$ cat src/hw/rtl/key_range_table_compactor_macros.svh
// assertion macros for the key range table block
`ifndef KEY_RANGE_TABLE_COMPACTOR_MACROS_SVH
`define KEY_RANGE_TABLE_COMPACTOR_MACROS_SVH
`ifndef SYNTHESIS
`define KRT_ASSERT(label, clk, rst_n, prop) \
    label: assert property (@(posedge clk) disable iff (!rst_n) prop) \
        else $error("assertion failed");
`define KRT_ASSERT_NR(label, clk, prop) \
    label: assert property (@(posedge clk) prop) else $error("assertion failed");
`else
`define KRT_ASSERT(label, clk, rst_n, prop)
`define KRT_ASSERT_NR(label, clk, prop)
`endif
`endif

$ cat src/hw/rtl/krtc_pkg.sv
// shared types and constants for the key range table block
`default_nettype none
package krtc_pkg;
    localparam int DEPTH_DEF       = 16;
    localparam int HANDLE_BITS_DEF = 32;
    localparam int KEY_W           = 64;
    localparam int OUT_HANDLE_W    = 32;
    localparam int SEQ_W           = 32;
    localparam int CNT_W           = 7;
    localparam int OP_W            = 3;

    localparam logic [OP_W-1:0] OP_INSERT = 3'd0;
    localparam logic [OP_W-1:0] OP_REMOVE = 3'd1;
    localparam logic [OP_W-1:0] OP_CLEAR  = 3'd2;
    localparam logic [OP_W-1:0] OP_MIN    = 3'd3;
    localparam logic [OP_W-1:0] OP_SELECT = 3'd4;

    typedef enum logic [3:0] {
        ST_IDLE, ST_INSERT, ST_RM_RD, ST_RM_CHK, ST_MIN_RD, ST_MIN_CHK,
        ST_SEL_RD, ST_SEL_CHK, ST_SEL_EMIT, ST_RESULT
    } t_state;

    // controller to datapath
    typedef struct packed {
        logic cap;        // capture input beat
        logic do_insert;
        logic do_clear;
        logic scan_init;  // scan index and accumulators reset
        logic scan_rd;    // issue read at scan index
        logic rm_step;    // evaluate remove on read data
        logic min_step;
        logic sel_step;
        logic sel_pick;   // mark best entry as chosen
        logic rm_done;    // commit kept count
        logic sel_start;  // clear chosen mask
        logic res_load;   // load result register
    } t_ctrl;

    // datapath to controller
    typedef struct packed {
        logic       full;
        logic       scan_end;  // scan index reached fill
        logic       sel_none;  // select count capped to zero
        logic       sel_final; // picking the final select result
        logic [OP_W-1:0] op;
    } t_stat;
endpackage
`default_nettype wire

$ cat src/hw/rtl/key_range_table_compactor.sv
// top level of the key range table block
// Takes one operation beat at a time. Remove, min-time and select scan the
// table; each entry is read through the single registered read port of the
// table memory, so a scan visits each stored entry in a read state and then a
// check state. A result that is not taken holds the sequencer in its result
// step until the output register frees; a taken result lets the next beat in
// while it waits on the output.
`default_nettype none
module key_range_table_compactor #(
    parameter int DEPTH       = krtc_pkg::DEPTH_DEF,
    parameter int HANDLE_BITS = krtc_pkg::HANDLE_BITS_DEF
) (
    input  wire          i_clk,
    input  wire          i_rst_n,
    input  wire          s_axis_tvalid,
    output logic         s_axis_tready,
    // operation, range_low, range_high, stamp, entry_handle, select_count
    input  wire [239:0]  s_axis_tdata,
    output logic         m_axis_tvalid,
    input  wire          m_axis_tready,
    // out_handle, sequence_number, entries_stored, removed_count, oldest_stamp, overflow
    output logic [143:0] m_axis_tdata,
    output logic         m_axis_tlast,
    input  wire          psel,
    input  wire          penable,
    input  wire          pwrite,
    input  wire [0:0]    paddr,
    input  wire [31:0]   pwdata,
    output logic [31:0]  prdata,
    output logic         pready
);
    krtc_pkg::t_ctrl ctrl;
    krtc_pkg::t_stat stat;
    logic [143:0] res;
    logic [3:0] r_level;

    assign pready = 1'b1;
    always_ff @(posedge i_clk) begin
        if (!i_rst_n) r_level <= '0;
        else if (psel && penable && pwrite && paddr == 1'b0) r_level <= pwdata[3:0];
    end
    assign prdata = (paddr == 1'b0) ? {28'd0, r_level} : 32'd0;

    krtc_ctrl u_ctrl (
        .i_clk(i_clk), .i_rst_n(i_rst_n), .i_in_valid(s_axis_tvalid),
        .o_in_ready(s_axis_tready), .o_out_valid(m_axis_tvalid),
        .i_out_ready(m_axis_tready), .i_stat(stat), .o_ctrl(ctrl)
    );

    krtc_datapath #(.DEPTH(DEPTH), .HANDLE_BITS(HANDLE_BITS)) u_dp (
        .i_clk(i_clk), .i_rst_n(i_rst_n), .i_ctrl(ctrl), .o_stat(stat),
        .i_op(s_axis_tdata[2:0]), .i_lo(s_axis_tdata[66:3]),
        .i_hi(s_axis_tdata[130:67]), .i_stamp(s_axis_tdata[194:131]),
        .i_handle(s_axis_tdata[226:195]), .i_count(s_axis_tdata[233:227]),
        .o_res(res)
    );

    assign m_axis_tdata = {1'b0, res[142:0]};
    assign m_axis_tlast = res[143];
endmodule
`default_nettype wire

$ cat src/hw/rtl/krtc_ram.sv
// generic single port write, single port registered read ram
`default_nettype none
module krtc_ram #(
    parameter int WIDTH = 64,
    parameter int DEPTH = 16
) (
    input  wire                     i_clk,
    input  wire                     i_we,
    input  wire [$clog2(DEPTH)-1:0] i_waddr,
    input  wire [WIDTH-1:0]         i_wdata,
    input  wire [$clog2(DEPTH)-1:0] i_raddr,
    output logic [WIDTH-1:0]        o_rdata
);
    logic [WIDTH-1:0] r_mem [DEPTH];
    always_ff @(posedge i_clk) begin
        if (i_we) begin
            r_mem[i_waddr] <= i_wdata;
        end
        o_rdata <= r_mem[i_raddr];
    end
endmodule
`default_nettype wire

$ cat src/hw/rtl/krtc_datapath.sv
// table storage, scan accumulators and result register
`default_nettype none
module krtc_datapath #(
    parameter int DEPTH       = krtc_pkg::DEPTH_DEF,
    parameter int HANDLE_BITS = krtc_pkg::HANDLE_BITS_DEF
) (
    input  wire               i_clk,
    input  wire               i_rst_n,
    input  krtc_pkg::t_ctrl   i_ctrl,
    output krtc_pkg::t_stat   o_stat,
    input  wire [2:0]         i_op,
    input  wire [63:0]        i_lo,
    input  wire [63:0]        i_hi,
    input  wire [63:0]        i_stamp,
    input  wire [31:0]        i_handle,
    input  wire [6:0]         i_count,
    output logic [143:0]      o_res
);
    localparam int AW = $clog2(DEPTH);
    localparam int FW = $clog2(DEPTH + 1);
    localparam int DW = 64 + 64 + 64 + HANDLE_BITS;

    logic [2:0]  r_op;
    logic [63:0] r_lo, r_hi, r_stamp;
    logic [HANDLE_BITS-1:0] r_handle;
    logic [6:0]  r_count;
    logic [FW-1:0] r_fill, r_scan, r_kept, r_emitted, r_best;
    logic [31:0] r_seq, r_out_handle;
    logic [63:0] r_min, r_best_stamp, r_best_lo;
    logic        r_found;
    logic [DEPTH-1:0] r_chosen;
    logic [6:0]  r_removed;
    logic [143:0] r_res, n_res;

    logic         we;
    logic [AW-1:0] waddr, raddr;
    logic [DW-1:0] wdata, rdata;
    logic [63:0]  rd_lo, rd_hi, rd_st;
    logic [HANDLE_BITS-1:0] rd_h;
    logic [FW-1:0] cnt_cap;
    logic         hit, better;
    logic [AW-1:0] rs;

    krtc_ram #(.WIDTH(DW), .DEPTH(DEPTH)) u_ram (
        .i_clk(i_clk), .i_we(we), .i_waddr(waddr), .i_wdata(wdata),
        .i_raddr(raddr), .o_rdata(rdata)
    );

    assign rs    = r_scan[AW-1:0];
    assign raddr = rs;
    assign {rd_h, rd_st, rd_hi, rd_lo} = rdata;
    assign hit = !(r_hi < rd_lo) && !(r_lo > rd_hi);
    assign better = !r_found || (rd_st < r_best_stamp) ||
                    (rd_st == r_best_stamp && rd_lo < r_best_lo);
    assign cnt_cap = (r_count > 7'(r_fill)) ? r_fill : FW'(r_count);

    always_comb begin
        we = 1'b0;
        waddr = r_fill[AW-1:0];
        wdata = {r_handle, r_stamp, r_hi, r_lo};
        if (i_ctrl.do_insert) begin
            we = 1'b1;
        end else if (i_ctrl.rm_step && !hit) begin
            we = 1'b1;
            waddr = r_kept[AW-1:0];
            wdata = rdata;
        end
    end

    assign o_stat.full      = (r_fill == FW'(DEPTH));
    assign o_stat.scan_end  = (r_scan == r_fill);
    assign o_stat.sel_none  = (cnt_cap == '0);
    assign o_stat.sel_final = (r_emitted + FW'(1) == cnt_cap);
    assign o_stat.op        = r_op;
    assign o_res = r_res;

    // result beat: handle, sequence, stored, removed, oldest, overflow, last
    always_comb begin
        n_res = '0;
        n_res[143] = 1'b1;
        n_res[70:64] = 7'(r_fill);
        unique case (r_op)
            krtc_pkg::OP_INSERT: begin
                n_res[142] = o_stat.full;
                n_res[63:32] = o_stat.full ? 32'd0 : r_seq;
                n_res[70:64] = o_stat.full ? 7'(r_fill) : 7'(r_fill + FW'(1));
            end
            krtc_pkg::OP_REMOVE: begin
                n_res[77:71] = r_removed;
                n_res[70:64] = 7'(r_kept);
            end
            krtc_pkg::OP_CLEAR: begin
                n_res[77:71] = 7'(r_fill);
                n_res[70:64] = '0;
            end
            krtc_pkg::OP_MIN:    n_res[141:78] = r_min;
            default: begin
                n_res[31:0] = r_out_handle;
                n_res[143] = o_stat.sel_final;
            end
        endcase
    end

    always_ff @(posedge i_clk) begin
        if (i_ctrl.cap) begin
            r_op <= i_op; r_lo <= i_lo; r_hi <= i_hi; r_stamp <= i_stamp;
            r_handle <= HANDLE_BITS'(i_handle); r_count <= i_count;
        end
        if (i_ctrl.scan_init) begin
            r_scan <= '0; r_kept <= '0; r_min <= '1; r_found <= 1'b0;
            r_removed <= '0;
        end
        if (i_ctrl.rm_step) begin
            r_scan <= r_scan + FW'(1);
            if (hit) r_removed <= r_removed + 7'd1;
            else     r_kept <= r_kept + FW'(1);
        end
        if (i_ctrl.min_step) begin
            r_scan <= r_scan + FW'(1);
            if (rd_st < r_min) r_min <= rd_st;
        end
        if (i_ctrl.sel_step) begin
            r_scan <= r_scan + FW'(1);
            if (!r_chosen[rs] && better) begin
                r_found <= 1'b1; r_best <= r_scan; r_best_stamp <= rd_st;
                r_best_lo <= rd_lo; r_out_handle <= 32'(rd_h);
            end
        end
        if (i_ctrl.res_load) begin
            r_res <= n_res;
        end
        if (i_ctrl.sel_start) begin
            r_emitted <= '0;
        end else if (i_ctrl.res_load && r_op == krtc_pkg::OP_SELECT) begin
            r_emitted <= r_emitted + FW'(1);
        end
        if (!i_rst_n) begin
            r_fill <= '0; r_seq <= '0; r_chosen <= '0;
        end else begin
            if (i_ctrl.do_insert) begin
                r_fill <= r_fill + FW'(1); r_seq <= r_seq + 32'd1;
            end
            if (i_ctrl.do_clear) r_fill <= '0;
            if (i_ctrl.rm_done)  r_fill <= r_kept;
            if (i_ctrl.sel_start) r_chosen <= '0;
            if (i_ctrl.sel_pick)  r_chosen[r_best[AW-1:0]] <= 1'b1;
        end
    end
endmodule
`default_nettype wire

$ cat src/hw/rtl/krtc_ctrl.sv
// operation sequencer for the key range table block
`default_nettype none
`include "key_range_table_compactor_macros.svh"
module krtc_ctrl (
    input  wire             i_clk,
    input  wire             i_rst_n,
    input  wire             i_in_valid,
    output logic            o_in_ready,
    output logic            o_out_valid,
    input  wire             i_out_ready,
    input  krtc_pkg::t_stat i_stat,
    output krtc_pkg::t_ctrl o_ctrl
);
    krtc_pkg::t_state r_state, n_state;
    logic r_valid, n_valid;

    always_ff @(posedge i_clk) begin
        if (!i_rst_n) begin
            r_state <= krtc_pkg::ST_IDLE; r_valid <= 1'b0;
        end else begin
            r_state <= n_state; r_valid <= n_valid;
        end
    end

    assign o_out_valid = r_valid;
    logic free;
    assign free = !r_valid || i_out_ready;

    always_comb begin
        n_state = r_state;
        n_valid = r_valid && !i_out_ready;
        o_ctrl = '0;
        o_in_ready = 1'b0;
        unique case (r_state)
            krtc_pkg::ST_IDLE: begin
                o_in_ready = 1'b1;
                if (i_in_valid) begin
                    o_ctrl.cap = 1'b1; o_ctrl.scan_init = 1'b1;
                    n_state = krtc_pkg::ST_INSERT;
                end
            end
            krtc_pkg::ST_INSERT: begin
                unique case (i_stat.op)
                    krtc_pkg::OP_INSERT, krtc_pkg::OP_CLEAR:
                        n_state = krtc_pkg::ST_RESULT;
                    krtc_pkg::OP_REMOVE: n_state = krtc_pkg::ST_RM_RD;
                    krtc_pkg::OP_MIN:    n_state = krtc_pkg::ST_MIN_RD;
                    krtc_pkg::OP_SELECT: begin
                        o_ctrl.sel_start = 1'b1;
                        n_state = krtc_pkg::ST_SEL_RD;
                    end
                    default: n_state = krtc_pkg::ST_IDLE;
                endcase
            end
            krtc_pkg::ST_RM_RD:
                n_state = i_stat.scan_end ? krtc_pkg::ST_RESULT : krtc_pkg::ST_RM_CHK;
            krtc_pkg::ST_RM_CHK: begin
                o_ctrl.rm_step = 1'b1; n_state = krtc_pkg::ST_RM_RD;
            end
            krtc_pkg::ST_MIN_RD:
                n_state = i_stat.scan_end ? krtc_pkg::ST_RESULT : krtc_pkg::ST_MIN_CHK;
            krtc_pkg::ST_MIN_CHK: begin
                o_ctrl.min_step = 1'b1; n_state = krtc_pkg::ST_MIN_RD;
            end
            krtc_pkg::ST_SEL_RD: begin
                if (i_stat.sel_none) n_state = krtc_pkg::ST_IDLE;
                else if (i_stat.scan_end) n_state = krtc_pkg::ST_SEL_EMIT;
                else n_state = krtc_pkg::ST_SEL_CHK;
            end
            krtc_pkg::ST_SEL_CHK: begin
                o_ctrl.sel_step = 1'b1; n_state = krtc_pkg::ST_SEL_RD;
            end
            krtc_pkg::ST_SEL_EMIT: begin
                if (free) begin
                    o_ctrl.res_load = 1'b1; o_ctrl.sel_pick = 1'b1;
                    o_ctrl.scan_init = 1'b1; n_valid = 1'b1;
                    n_state = i_stat.sel_final ? krtc_pkg::ST_IDLE
                                               : krtc_pkg::ST_SEL_RD;
                end
            end
            krtc_pkg::ST_RESULT: begin
                if (free) begin
                    o_ctrl.res_load = 1'b1; n_valid = 1'b1;
                    o_ctrl.do_insert = (i_stat.op == krtc_pkg::OP_INSERT) && !i_stat.full;
                    o_ctrl.do_clear = (i_stat.op == krtc_pkg::OP_CLEAR);
                    o_ctrl.rm_done = (i_stat.op == krtc_pkg::OP_REMOVE);
                    n_state = krtc_pkg::ST_IDLE;
                end
            end
            default: n_state = krtc_pkg::ST_IDLE;
        endcase
    end

    `KRT_ASSERT(a_load_free, i_clk, i_rst_n, o_ctrl.res_load |-> (!r_valid || i_out_ready))
    `KRT_ASSERT(a_in_idle, i_clk, i_rst_n, o_in_ready |-> (r_state == krtc_pkg::ST_IDLE))
    `KRT_ASSERT(a_load_valid, i_clk, i_rst_n, o_ctrl.res_load |=> r_valid)
endmodule
`default_nettype wire
$ cat config.mk
export PLATFORM = sky130hd
export DESIGN_NAME = key_range_table_compactor
export DESIGN_NICKNAME = d
export VERILOG_FILES = /design/src/hw/rtl/krtc_pkg.sv /design/src/hw/rtl/key_range_table_compactor.sv /design/src/hw/rtl/krtc_ram.sv /design/src/hw/rtl/krtc_datapath.sv /design/src/hw/rtl/krtc_ctrl.sv
export VERILOG_INCLUDE_DIRS = /design/src /design/src/hw/rtl
export SDC_FILE = /design/constraint.sdc
export NUM_CORES = 2
export LEC_CHECK = 0
export ABC_AREA = 1
export BUFFER_PORTS_ARGS = -buffer_cell sky130_fd_sc_hd__buf_2
export CAP_MARGIN = 10
export CORE_ASPECT_RATIO = 1.5
export CORE_MARGIN = 5
export CORE_UTILIZATION = 56
export CTS_CLUSTER_SIZE = 30
export DETAILED_ROUTE_END_ITERATION = 8
export PLACE_DENSITY = 0.73
export REMOVE_ABC_BUFFERS = 1
export SYNTH_ARGS = -nofsm -noshare
export SYNTH_HDL_FRONTEND = slang
export SYNTH_SLANG_ARGS = --single-unit
$ cat constraint.sdc
create_clock -name i_clk -period 16.23 [get_ports i_clk]
set_clock_uncertainty 0.2 [all_clocks]
set_input_delay 2.4345 -clock i_clk [delete_from_list [all_inputs] [get_ports i_clk]]
set_output_delay 2.4345 -clock i_clk [all_outputs]
set_load 0.1 [all_outputs]
==> results.toml <==
[drt]
antenna_left = 0
drcViolationCount = 0
vias = 113000
firstDrtPassIters = 6
drt-total-wl_mm = 457
wl_per_cell_um = 24.9
routed_via_density = 6.17
drt_iter0_markers = 12900

[critical_path]
worst_setup_path_start_kind = "register"
cp_max_fo = 89
cp_data_arrival_time_ps = 7920
critPathSlowestCell = "buf_4"
critPathMaxStageDelay_ps = 820
crit_type = "reg2reg"
cpMostUsedCell = "nand2_1"
worst_ep_required_time_ps = 16600
path_cells = "inv_1, ha_1, a21oi_1, nor2_1, nor3_1, nand2_1, nand2_1, nand2_1, nand2_1, nand2_1, nand2_1, nand2_2, nand2_4, nand2_8, nand2_1, nand3_1, nor2_4, buf_4, buf_12, buf_4, buf_4"
end_kind = "register"

[sta]
hold_viol = 0
fin_setup_tns_ps = 0
slew_headroom_pct = 21.0
rsz0062_at_grt = "false"
setup_viol = 0
min_period_over_period_pct = 46.5
tightest_slew_ps = 1180
finalCriticalPeriod_ps = 7550
fin_hold_ws_ps = 228
clock.fmax_mhz = 132
slew_viol_final = 0

[die]
die_area_um2 = 328000
core_um2 = 316000
start_util_pct = 56.1
io_pins = 460
die_height_um = 699
die_width_um = 469
rows = 253

[synth]
synthMostInstantiatedCell = "edfxtp_1"
synth_cells = 13500
synth_flop_cell = "edfxtp_1"
ys_async_sr_fraction_pct = 0
synth_edf_count = 4130
synth_area_leaders = "edfxtp_1 (70%), o21ai_0 (6.1%), nor2_1 (4.6%)"
ys_types = 57
synth.avg_cell_area_um2 = 13.1
syn_area_um2 = 177000
synth_top_area_share_pct = 70.0
ys_seq_area_share_pct = 74.2
netlist_top_cells_count = "edfxtp_1 (4,130), o21ai_0 (2,152), nor2_1 (2,149)"
synth_warnings = 0
synth_area_leader_cell = "edfxtp_1"
synth_seq_cells = 4498

[finish]
drive_gt1_share_pct = 9.81
final_core_utilization_pct = 62.4
area_growth_pct = 11.3
fin_nets = 14400

[power_and_ir_drop]
swShare_pct = 24.9
p_comb_share_pct = 10.7
powerDensity_nw_per_um2 = 130
total_power_w = 0.0257
power.switching_w = 0.00639
peakVddDrop_v = 0.000112
leakage_nw = 68.0
clkPwrFrac_pct = 37.6
seq_power_share_pct = 51.7
p_int_w = 0.0193

[clock_network]
ctsResizeCount = 0
clkLatencyLatePin_ps = 980
h-tree-depth = 5
numCtsBuffers = 404
cts_root_buf = "clkbuf_16"
cts_setup_buffers = 0
path_clk_slew_ps = 70
cts_tree = "yes"
cts_buffer_depth = 4
clock_sinks = 4498
postCtsHoldBufs = 0

[outcome]
status = "finished, final reports clean"

[grt]
grt.total_usage_pct = 27.0
grt_pass1_wl_mm = 672
grt.overflow.total = 0
antenna_found_initial = 10
grt_max_degree = 201
grt_pass1_vias = 109000

[placement]
gp_congestion = 0.853
port_buffers = 394
dp_hpwl_mm = 235

[run]
maxCapViolations = 0

[min_path]
hp-class = "reg2reg"
-- path summary, 6_finish.rpt --
check	from	end	slack [ps]	cells after the start
max reg2reg	u_dp.u_ram.o_rdata[5]$_DFF_P_	u_dp.u_ram.r_mem[0][215]$_DFFE_PP_	8680	21
min	u_dp.u_ram.o_rdata[29]$_DFF_P_	u_dp.r_best_lo[29]$_DFFE_PP_	230	0
min reg2reg	u_dp.u_ram.o_rdata[29]$_DFF_P_	u_dp.r_best_lo[29]$_DFFE_PP_	230	0
max	u_dp.u_ram.o_rdata[5]$_DFF_P_	u_dp.u_ram.r_mem[0][215]$_DFFE_PP_	8680	21
-- state kept, by name, indices dropped and copies added, names as in the netlist, 16 cells and up --
| register | cells |
|---|---|
| u_dp.r_hi | 64 |
| u_dp.r_handle | 32 |
| u_dp.r_seq | 32 |
| u_dp.o_res | 143 |
| u_dp.u_ram.r_mem | 3584 |
| u_dp.r_out_handle | 32 |
| u_dp.r_chosen | 16 |
| u_dp.u_ram.o_rdata | 224 |
| u_dp.r_stamp | 64 |
| u_dp.r_min | 64 |
| u_dp.r_lo | 64 |
| u_dp.r_best_lo | 64 |
| u_dp.r_best_stamp | 64 |
-- area by class of cell --
class                           instances  area (um^2)
Antenna cell                            5         12.5
Clock buffer                          520        11000
Clock inverter                        226         2370
Fill cell                           23200       119000
Inverter                              523         2010
Multi-Input combinational cell       7670        40400
Sequential cell                      4498       131000
Tap cell                             4207         5260
Timing Repair Buffer                  691         4610
-- stage by stage --
step | instances | area, um^2 | worst slack (ps)
2_1_floorplan | 12700 | 174000 | -69940
3_3_place_gp | 17600 | 184000 | 8820
4_1_cts | 18300 | 197000 | 8720
6_report | 18300 | 197000 | 8680
5_1_grt | 18300 | 197000 | 8550
3_5_place_dp | 17600 | 184000 | 8790
-- power groups by stage --
stage | Sequential [W] | Clock [W] | Combinational, W
finish | 0.0133 | 0.00966 | 0.00275
CTS | 0.0133 | 0.00977 | 0.00274
floorplan | 0.0136 | 0 | 0.00195
global placement | 0.0135 | 0 | 0.00265
detailed placement | 0.0135 | 0 | 0.00272
global route | 0.0133 | 0.0103 | 0.00304
-- layer usage --
layer	track usage, %	part of all wire (%)	routed length (um)
met1	35.5	38	172000
met2	45.3	49	223000
met3	4.17	9.2	42100
met4	11.2	4.3	19500
met5	0	0.0028	13
-- worst max-delay path: cells and delay by family, from the launching register on --
| family | cells | cell delay, ps |
|---|---|---|
| flip-flops | 1 | 370 |
| AO/OA/AOI/OAI | 1 | 130 |
| adder cells (fa/ha/maj) | 1 | 310 |
| buffers and inverters | 5 | 2790 |
| AND/OR/NAND/NOR | 14 | 3180 |
-- cell families after synthesis --
logic type / Yosys count / share of synthesized area (%)
XOR/XNOR: 21 / 0.104
other: 2 / 0.00424
adder cells (fa/ha/maj): 329 / 2.32
flip-flops: 4498 / 74.2
buffers and inverters: 1407 / 3.16
AO/OA/AOI/OAI: 3591 / 11.8
AND/OR/NAND/NOR: 3660 / 8.18
multiplexers: 38 / 0.215
-- layout by cell type, fill, tap and decap left out, types with 368 or more instances in the layout --
master / count
o22ai_1: 499
o221ai_1: 444
o21ai_0: 2149
buf_2: 395
nand2_1: 1099
clkbuf_16: 411
dfxtp_1: 368
edfxtp_1: 4130
inv_1: 508
nor2_1: 2130
Power figures use the tool's default switching activity.
